<file path="config.mk">
export PLATFORM = sky130hd
export DESIGN_NAME = unique_key_table_compacting
export DESIGN_NICKNAME = d
export VERILOG_FILES = /design/src/hdl/ukt_pkg.sv /design/src/hdl/unique_key_table_compacting.sv /design/src/hdl/ukt_mem.sv
export SDC_FILE = /design/constraint.sdc
export NUM_CORES = 2
export LEC_CHECK = 0
export ABC_AREA = 0
export BUFFER_PORTS_ARGS = -buffer_cell sky130_fd_sc_hd__buf_2
export CAP_MARGIN = 20
export CORE_MARGIN = 2
export CORE_UTILIZATION = 60
export DETAILED_ROUTE_END_ITERATION = 16
export PLACE_DENSITY = 0.75
export SLEW_MARGIN = 20
export SYNTH_ARGS = -nofsm -noshare
export SYNTH_HDL_FRONTEND = slang
export SYNTH_SLANG_ARGS = --single-unit
</file>
<file path="constraint.sdc">
create_clock -name clk -period 12.8 [get_ports clk]
set_input_delay 1.28 -clock clk [delete_from_list [all_inputs] [get_ports clk]]
set_output_delay 1.28 -clock clk [all_outputs]
set_load 0.05 [all_outputs]
</file>
<file path="src/hdl/ukt_pkg.sv">
// Shared types and constants for the unique key table.
// Used by ukt_mem and unique_key_table_compacting; no dependencies.
`default_nettype none

package ukt_pkg;

  localparam int KEY_W        = 64;
  localparam int OP_W         = 2;
  localparam int STATUS_W     = 3;
  localparam int POS_W        = 6;
  localparam int RESULT_LIMIT = 64;
  // position + entry_key, padded to whole bytes
  localparam int OUT_DATA_W   = ((POS_W + KEY_W + 7) / 8) * 8;

  typedef enum logic [OP_W-1:0] {
    OP_ADD    = 2'd0,
    OP_LIST   = 2'd1,
    OP_DELETE = 2'd2
  } op_t;

  typedef enum logic [STATUS_W-1:0] {
    ST_OK        = 3'd0,
    ST_FULL      = 3'd1,
    ST_PRESENT   = 3'd2,
    ST_EMPTY     = 3'd3,
    ST_NOT_FOUND = 3'd4
  } status_t;

endpackage

`default_nettype wire

</file>
<file path="src/hdl/unique_key_table_compacting.sv">
// Top level of the compacting unique key table: sequencer, count and output register.
// Depends on ukt_pkg and ukt_mem.
//
//  channel   dir  beat contents
//  s_axis    in   tuser = operation, tdata = key
//  m_axis    out  tuser = status, tdata = {pad, entry_key, position}, tlast = last
//
// One item at a time; s_axis_tready is high only while the sequencer is idle.
// Add: the key is checked against each stored entry, one key compare per cycle off the RAM read port.
// Delete: search as for add, then each entry after the hit moves down one place.
// List: one beat per cycle while m_axis_tready stays high.
// All three operations share the single RAM read port. A stalled m_axis holds the list
// walk; the output register lets the next item enter while a beat waits.
// Synchronous reset clears the count, state, pending flag and output valid; no clearing pass over the key RAM.
`default_nettype none

module unique_key_table_compacting
  import ukt_pkg::*;
#(
  parameter int TABLE_DEPTH = 64
) (
  input  wire logic                  clk,
  input  wire logic                  rst,
  input  wire logic                  s_axis_tvalid,
  output logic                       s_axis_tready,
  input  wire logic [KEY_W-1:0]      s_axis_tdata,  // [63:0] key
  input  wire logic [OP_W-1:0]       s_axis_tuser,  // [1:0] operation
  output logic                       m_axis_tvalid,
  input  wire logic                  m_axis_tready,
  output logic [OUT_DATA_W-1:0]      m_axis_tdata,  // [5:0] position, [69:6] entry_key
  output logic [STATUS_W-1:0]        m_axis_tuser,  // [2:0] status
  output logic                       m_axis_tlast
);

  localparam int AW       = $clog2(TABLE_DEPTH);
  localparam int CW       = $clog2(TABLE_DEPTH + 1);
  localparam int LIST_MAX = (TABLE_DEPTH < RESULT_LIMIT) ? TABLE_DEPTH : RESULT_LIMIT;
  localparam logic [CW-1:0] DEPTH_C = CW'(TABLE_DEPTH);
  localparam logic [CW-1:0] LIST_C  = CW'(LIST_MAX);

  typedef enum logic [4:0] {
    S_IDLE   = 5'b00001,
    S_SEARCH = 5'b00010,
    S_SHIFT  = 5'b00100,
    S_LIST   = 5'b01000,
    S_RESP   = 5'b10000
  } state_t;

  state_t         state, state_next;
  op_t            op_q, op_q_next;
  logic [KEY_W-1:0] key_q, key_q_next;
  logic [CW-1:0]  count, count_next;
  logic [CW-1:0]  idx, idx_next;
  logic           pend, pend_next;
  logic [CW-1:0]  pend_addr, pend_addr_next;
  logic [CW-1:0]  list_n, list_n_next;
  status_t        resp_status, resp_status_next;

  logic           out_valid;
  status_t        out_status;
  logic [POS_W-1:0] out_pos;
  logic [KEY_W-1:0] out_key;
  logic           out_last;

  logic           load_out;
  status_t        ld_status;
  logic [POS_W-1:0] ld_pos;
  logic [KEY_W-1:0] ld_key;
  logic           ld_last;

  logic           rd_en, wr_en;
  logic [AW-1:0]  rd_addr, wr_addr;
  logic [KEY_W-1:0] rd_data, wr_data;

  logic           out_free, consume;
  logic [CW-1:0]  pend_prev, pend_inc;

  ukt_mem #(
    .DEPTH (TABLE_DEPTH)
  ) u_mem (
    .clk     (clk),
    .rd_en   (rd_en),
    .rd_addr (rd_addr),
    .rd_data (rd_data),
    .wr_en   (wr_en),
    .wr_addr (wr_addr),
    .wr_data (wr_data)
  );

  assign out_free  = !out_valid || m_axis_tready;
  assign consume   = pend && out_free;
  assign pend_prev = pend_addr - CW'(1);
  assign pend_inc  = pend_addr + CW'(1);

  assign s_axis_tready = (state == S_IDLE);
  assign m_axis_tvalid = out_valid;
  assign m_axis_tuser  = out_status;
  assign m_axis_tlast  = out_last;
  assign m_axis_tdata  = {(OUT_DATA_W - POS_W - KEY_W)'(0), out_key, out_pos};

  always_comb begin
    state_next       = state;
    op_q_next        = op_q;
    key_q_next       = key_q;
    count_next       = count;
    idx_next         = idx;
    pend_next        = pend;
    pend_addr_next   = pend_addr;
    list_n_next      = list_n;
    resp_status_next = resp_status;
    rd_en            = 1'b0;
    rd_addr          = idx[AW-1:0];
    wr_en            = 1'b0;
    wr_addr          = count[AW-1:0];
    wr_data          = key_q;
    load_out         = 1'b0;
    ld_status        = ST_OK;
    ld_pos           = '0;
    ld_key           = '0;
    ld_last          = 1'b1;

    unique case (state)
      S_IDLE: begin
        if (s_axis_tvalid) begin
          op_q_next  = op_t'(s_axis_tuser);
          key_q_next = s_axis_tdata;
          idx_next   = '0;
          pend_next  = 1'b0;
          unique case (s_axis_tuser)
            OP_ADD: begin
              if (count == DEPTH_C) begin
                resp_status_next = ST_FULL;
                state_next       = S_RESP;
              end else begin
                state_next = S_SEARCH;
              end
            end
            OP_LIST: begin
              if (count == '0) begin
                resp_status_next = ST_EMPTY;
                state_next       = S_RESP;
              end else begin
                list_n_next = (count > LIST_C) ? LIST_C : count;
                state_next  = S_LIST;
              end
            end
            OP_DELETE: begin
              if (count == '0) begin
                resp_status_next = ST_EMPTY;
                state_next       = S_RESP;
              end else begin
                state_next = S_SEARCH;
              end
            end
            default: ;  // unused code: dropped, no beat
          endcase
        end
      end

      S_SEARCH: begin
        priority if (pend && rd_data == key_q) begin
          pend_next = 1'b0;
          if (op_q == OP_ADD) begin
            resp_status_next = ST_PRESENT;
            state_next       = S_RESP;
          end else begin
            idx_next   = pend_inc;
            state_next = S_SHIFT;
          end
        end else if (idx < count) begin
          // compare of the previous read overlaps the next read
          rd_en          = 1'b1;
          pend_next      = 1'b1;
          pend_addr_next = idx;
          idx_next       = idx + CW'(1);
        end else if (!pend) begin
          if (op_q == OP_ADD) begin
            wr_en            = 1'b1;
            count_next       = count + CW'(1);
            resp_status_next = ST_OK;
          end else begin
            resp_status_next = ST_NOT_FOUND;
          end
          state_next = S_RESP;
        end else begin
          pend_next = 1'b0;
        end
      end

      S_SHIFT: begin
        // entry read last cycle moves down one place
        if (pend) begin
          wr_en   = 1'b1;
          wr_addr = pend_prev[AW-1:0];
          wr_data = rd_data;
        end
        priority if (idx < count) begin
          rd_en          = 1'b1;
          pend_next      = 1'b1;
          pend_addr_next = idx;
          idx_next       = idx + CW'(1);
        end else if (!pend) begin
          count_next       = count - CW'(1);
          resp_status_next = ST_OK;
          state_next       = S_RESP;
        end else begin
          pend_next = 1'b0;
        end
      end

      S_LIST: begin
        if (consume) begin
          load_out  = 1'b1;
          ld_status = ST_OK;
          ld_pos    = POS_W'(pend_addr);
          ld_key    = rd_data;
          ld_last   = (pend_inc == list_n);
          pend_next = 1'b0;
        end
        if (!pend || consume) begin
          if (idx < list_n) begin
            rd_en          = 1'b1;
            pend_next      = 1'b1;
            pend_addr_next = idx;
            idx_next       = idx + CW'(1);
          end else begin
            state_next = S_IDLE;
          end
        end
      end

      S_RESP: begin
        if (out_free) begin
          load_out   = 1'b1;
          ld_status  = resp_status;
          state_next = S_IDLE;
        end
      end

      default: state_next = S_IDLE;
    endcase
  end

  always_ff @(posedge clk) begin
    if (rst) begin
      state <= S_IDLE;
      count <= '0;
      pend  <= 1'b0;
    end else begin
      state <= state_next;
      count <= count_next;
      pend  <= pend_next;
    end
  end

  always_ff @(posedge clk) begin
    op_q        <= op_q_next;
    key_q       <= key_q_next;
    idx         <= idx_next;
    pend_addr   <= pend_addr_next;
    list_n      <= list_n_next;
    resp_status <= resp_status_next;
  end

  always_ff @(posedge clk) begin
    if (rst) begin
      out_valid <= 1'b0;
    end else if (load_out) begin
      out_valid <= 1'b1;
    end else if (m_axis_tready) begin
      out_valid <= 1'b0;
    end
  end

  always_ff @(posedge clk) begin
    if (load_out) begin
      out_status <= ld_status;
      out_pos    <= ld_pos;
      out_key    <= ld_key;
      out_last   <= ld_last;
    end
  end

endmodule

`default_nettype wire

</file>
<file path="src/hdl/ukt_mem.sv">
// Key store: simple dual-port RAM, one write and one registered read port.
// Depends on ukt_pkg for the key width.
`default_nettype none

module ukt_mem
  import ukt_pkg::*;
#(
  parameter int DEPTH = 64
) (
  input  wire logic                     clk,
  input  wire logic                     rd_en,
  input  wire logic [$clog2(DEPTH)-1:0] rd_addr,
  output logic      [KEY_W-1:0]         rd_data,
  input  wire logic                     wr_en,
  input  wire logic [$clog2(DEPTH)-1:0] wr_addr,
  input  wire logic [KEY_W-1:0]         wr_data
);

  logic [KEY_W-1:0] mem [DEPTH];

  always_ff @(posedge clk) begin
    if (wr_en) begin
      mem[wr_addr] <= wr_data;
    end
  end

  // read data holds while rd_en is low
  always_ff @(posedge clk) begin
    if (rd_en) begin
      rd_data <= mem[rd_addr];
    end
  end

endmodule

`default_nettype wire

</file>
Yosys cells after proc, flatten, opt, wreduce, memory -nomap -nowiden
Memories as Yosys holds them, arrays and structs flattened. A register that Yosys moved wholly into a read port is not among the register bits.
Index checks and enable logic that the tools add are counted.
Word-level totals
  register bits: 178
  memory bits (writable): 4096
  bits of input ports: 70
  output and inout bits: 78
  word-level logic and storage cells: 149
  memories: 1
Memory list
  u_mem.mem: words 64, width 64, rd ports 1, clocked after memory_dff 1, wr ports 1, line ukt_mem.sv:19  | logic [KEY_W-1:0] mem [DEPTH];
Operators by class
  $add $sub $neg: 5
  $lt $le $gt $ge: 3
  eq/ne operators: 29
  mux-type cells: 71
  bitwise gates (word level): 1
  reduce and logical (&&, ||, !) cells: 25
Operator list (count)
  64-bit 2-to-1 mux: 2
  7-bit 2-to-1 mux: 16
  64-bit equality test: 1
  5-bit 2-to-1 mux: 11
  3-bit 2-to-1 mux: 10
  7-bit case mux with 4 select lines: 1
  5-bit case mux with 5 select lines: 1
  2-bit inequality test, second input constant: 11
  7-bit by 1-bit adder with 7-bit output, second input constant: 3
  7-bit case mux with 3 select lines: 1
  1-bit 2-to-1 mux: 19
  3-bit inequality test, second input constant: 5
  5-bit case mux with 3 select lines: 1
  7-bit less-than comparator: 2
  7-bit case mux with 2 select lines: 1
  6-bit 2-to-1 mux: 2
  10-bit AND reduction: 1
  5-bit AND reduction: 2
  3-bit case mux with 3 select lines: 1
  2-bit AND reduction: 4
  4-bit AND reduction: 2
  7-bit equality test: 1
  7-bit equality test, second input constant: 1
  7-bit greater-than comparator, second input constant: 1
  other kinds (26): 34

Logic depth before layout (Yosys ltp)
  depth in word-level cells: 8
  gate-level depth with buffers: 11
  mapped depth without buffers: 11

Modules after synthesis
A second synthesis with hierarchy kept.
Unflattened totals
  cells, all modules: 7506
  area total of the unflattened synthesis: 166457.1 µm²
By module, submodules not included
  ukt_mem: instances 1, cells each 6812, area each 157528.6 µm², seq. area each 124919.8 µm²
  unique_key_table_compacting: instances 1, cells each 694, area each 8928.6 µm², seq. area each 5205.0 µm²

Least setup slack after synthesis
No wires, ideal clock.
  path kind: register -> register
  start point: reg idx[0]
  end point: reg u_mem.rd_data[0], read port of u_mem.mem, enable pin
  setup time: 0.503 ns
  arrival: 4.864 ns
  required time: 12.297 ns
  slack: 7.433 ns
  cell stages (with the launch flop): 10
  buffers on the path: 4
  period minus slack after synthesis: 5.367 ns
  cell sequence: edfxtp_1 clkbuf_1 buf_6 buf_6 buf_2 nand2b_1 a211oi_1 o21ai_0 a221o_1 o2bb2ai_1
On the way
  cells in the longest elaborated chain, start to end: 4
  elaborated cells between the ends (all ways): 7
  classes of those cells: order compare: 2; mux: 5
Ends and longest elaborated chain
  start, declared: line unique_key_table_compacting.sv:53  | logic [CW-1:0] idx, idx_next;
  start signal, assigned: line unique_key_table_compacting.sv:259  | idx <= idx_next;
  7-bit less-than comparator, on equally long branches: line unique_key_table_compacting.sv:221, unique_key_table_compacting.sv:170, unique_key_table_compacting.sv:197
  1-bit 2-to-1 mux, on equally long branches (2 in series)
  1-bit case mux with 3 select lines (*): line unique_key_table_compacting.sv:122  | unique case (state)
  named net rd_en: line unique_key_table_compacting.sv:71  | logic rd_en, wr_en;
  end, declared: line ukt_mem.sv:13  | output logic [KEY_W-1:0] rd_data,
Mark *: on every way through the listed nets, which the timed path passes. The rest lies on a longest branch.
A chain may end at the register's enable or synchronous reset.

Final worst setup path
  start point: reg idx[1]
  end point: reg u_mem.rd_data[27], read port of u_mem.mem, data pin
On the way
  cells in the longest elaborated chain, start to end: 4
  elaborated cells between the ends (all ways): 7
  classes of those cells: order compare: 2; mux: 5
Ends and longest elaborated chain (line)
  7-bit less-than comparator, on equally long branches: unique_key_table_compacting.sv:221, unique_key_table_compacting.sv:170, unique_key_table_compacting.sv:197
  1-bit 2-to-1 mux, on equally long branches (2 in series)
  1-bit case mux with 3 select lines: unique_key_table_compacting.sv:122
Several ways; a longest one is shown, not always the timed one.

==> summary.txt <==
Critical Path Fanout Max = 140
Synthesis Warnings = 0
DRT Pass-1 Iters = 6
maxcap violations = 0
CTS sink cnt = 4,338
Synth area leader = edfxtp_1
Multi-input gate area = 34,800 sq um
hold buffer count at CTS = 0
measured slew at the worst slew-check pin = 1.23 ns
filler instances = 16,000
largest family of logic cells by synthesized area = multiplexers
die area = 281,000 sq um
worst-skew pair later-pin latency = 0.97 ns
vias in the first global route = 82,200
Die Width = 530 um
Die H = 530 um
Post-DRT Antenna Nets = 0
TritonCTS Buffers = 418
clock buffer depth = 4
RSZ-0062 raised after global routing = false
Seq/Total Area, Yosys = 0.784
Synth top area share = 0.782
Hold Path Class = input pin to flip-flop
register area = 130,000 sq um
starting DRC count in detailed routing = 15,400
initial antenna violation count = 9
Syn Std Cell Area = 166,000 sq um
clock-pin slew on the worst setup and hold paths = 0.06 ns
GRT overflow = 0
# IOs = 148
synth top area cells = edfxtp_1 (78%), mux4_2 (18%), nand2_1 (0.53%)
starting density of the core = 0.602
DRC viols = 0
largest net degree at the start of global routing = 141
#FFs+latches synth = 4,338
mux contribution to synthesized area = 0.183
asr flop ratio synth = 0
fin nets = 7,306
final worst path period share = 0.497
Detail Placement HPWL = 229,000 um
number of synthesized flops with an enable pin = 4,324
Adder-Cell Fraction of Synth Area = 0.00185
Hold WS = 0.456 ns
Compound-Gate Fraction of Synth Area = 0.00283
core area = 276,000 sq um
post-CTS setup buffer count = 0
Fmax achieved = 157 MHz
Clock Skews = 0.0657 ns
arrival time worst endpoint = 7.06 ns
H-tree levels = 5
Crit Path Class = flip-flop to flip-flop
Primary FF master, synth = edfxtp_1
global-route wire length before repair = 658,000 um
P per Cell Area = 162 nW/um^2
gpl congestion = 0.835
CP endpoint kind = flip-flop
Pleak = 57.4 nW
Max-slew headroom = 0.175
mean post-synth cell area = 24.6 sq um
number of distinct library cells after synthesis = 52
IO buf count = 145
WL/cell = 42.4 um
worst hold stages = 1
CTS tree = done
crit start category = flip-flop
simple-gate share of the synthesized area = 0.0134
# rows = 193
Post-Route WL = 477,000 um
post-cts resize count = 0
Clock Tree Root = clkbuf_16
min Tclk post-route = 6.37 ns
CP Data Required Time = 13.49 ns
TNS Setup = 0 ns
maximum vdd drop = 0.000132 V
cell depth of the worst flop-to-flop path = 8
Pins Over Slew Limit = 0
DR vias/cell = 7.33
Synth Instances = 6,740
final hold vios = 0
share of cells above drive strength 1 = 0.322
Setup-failing EPs final = 0
status = finished, final reports clean
Area Growth Syn to Fin = 12.2%
vias = 82,600
xor/xnor share of the synthesized area = 0.00480
gr usage total = 0.344
worst max-delay path, stage by stage (launching register included):
cell and delay, ns:
edfxtp_1 0.38, buf_4 0.69, buf_4 0.80, buf_12 0.68
buf_12 0.60, buf_4 0.84, mux4_2 0.45, mux4_2 0.52
mux4_2 0.48
report_power, final:
group	leakage, nW	total, W	internal, W	switching (W)
clock	6.64	0.0124	0.00691	0.00547
sequential	38.9	0.0158	0.0158	0.0000357
combinational	11.9	0.00204	0.000906	0.00114
final cells by class:
cell class                      count  area share
Clock inverter                    277      0.0147
Inverter                           22    0.000457
Timing Repair Buffer              393      0.0155
Multi-Input combinational cell   2039       0.187
Clock buffer                      492      0.0584
Tap cell                         3705      0.0249
Antenna cell                        3   0.0000403
Sequential cell                  4338       0.699
registers in the layout (all words and copies together) (netlist names), 5 cells and up:
signal / count
u_mem.rd_data: 64
count: 7
pend_addr: 7
out_key: 64
idx: 7
list_n: 7
u_mem.mem: 4096
out_pos: 6
state: 5
key_q: 64
cells by family after synthesis:
kind of cell / Yosys count
other cells: 1
xor+xnor: 91
buf+inv: 364
flops: 4338
compound gates: 73
mux: 1360
simple gates: 489
fa+ha+maj: 24
path summary, 6_finish.rpt:
| check | from | to | slack [ns] |
|---|---|---|---|
| worst max-delay path | idx[1] | u_mem.rd_data[27] | 6.43 |
| worst max register to register | idx[1] | u_mem.rd_data[27] | 6.43 |
| worst min-delay path | s_axis_tdata[32] | key_q[32] | 0.46 |
| worst min register to register | resp_status[1] | m_axis_tuser[1] | 0.54 |
synthesized netlist by cell type, types with 22 or more instances:
| cell type | n |
|---|---|
| edfxtp_1 | 4324 |
| buf_2 | 91 |
| mux4_2 | 1344 |
| nand2_1 | 236 |
| and2_1 | 72 |
| xor2_1 | 34 |
| inv_1 | 22 |
| buf_1 | 33 |
| nor2_1 | 99 |
| clkbuf_1 | 197 |
| ha_1 | 23 |
| xnor2_1 | 57 |
layout by cell type (no fill, tap or decap), types with 6 or more instances in the layout:
master      count
nor3_1          7
edfxtp_1     4324
inv_1          21
inv_16          6
ha_1           23
clkinv_2       97
clkbuf_1       66
and2_1         71
nor2_4         64
inv_6           6
o21ai_0        19
nand3_1        15
mux4_2       1344
buf_12         19
buf_4         223
nor4_1          7
and3_1         10
a21oi_1        19
buf_2         145
clkinv_1       88
clkinvlp_4     21
nor2_1         35
bufinv_16      40
clkbuf_16     423
nand4_1        14
xor2_1         34
xnor2_1        56
mux2i_1        15
dfxtp_1        14
clkinv_16       9
nand2_1       235
per-layer routing:
layer,part of all wire,global-route usage
met5,0.000027,0
met4,0.067,0.184
met1,0.32,0.459
met2,0.47,0.533
met3,0.14,0.0824
metrics by stage:
| step | total power (W) | setup WS, ns | util | instance area (sq um) | cells |
|---|---|---|---|---|---|
| 5_1_grt | 0.0308 | 6.33 | 0.675 | 186000 | 11300 |
| 6_report | 0.0302 | 6.43 | 0.675 | 186000 | 11300 |
| 4_1_cts | 0.0303 | 6.64 | 0.675 | 186000 | 11300 |
| 2_1_floorplan | 0.0175 | 7.43 | - | 166000 | 6741 |
| 3_5_place_dp | 0.0181 | 6.59 | 0.625 | 172000 | 10500 |
| 3_3_place_gp | 0.0180 | 6.64 | 0.625 | 172000 | 10500 |
Power figures use the tool's default switching activity.
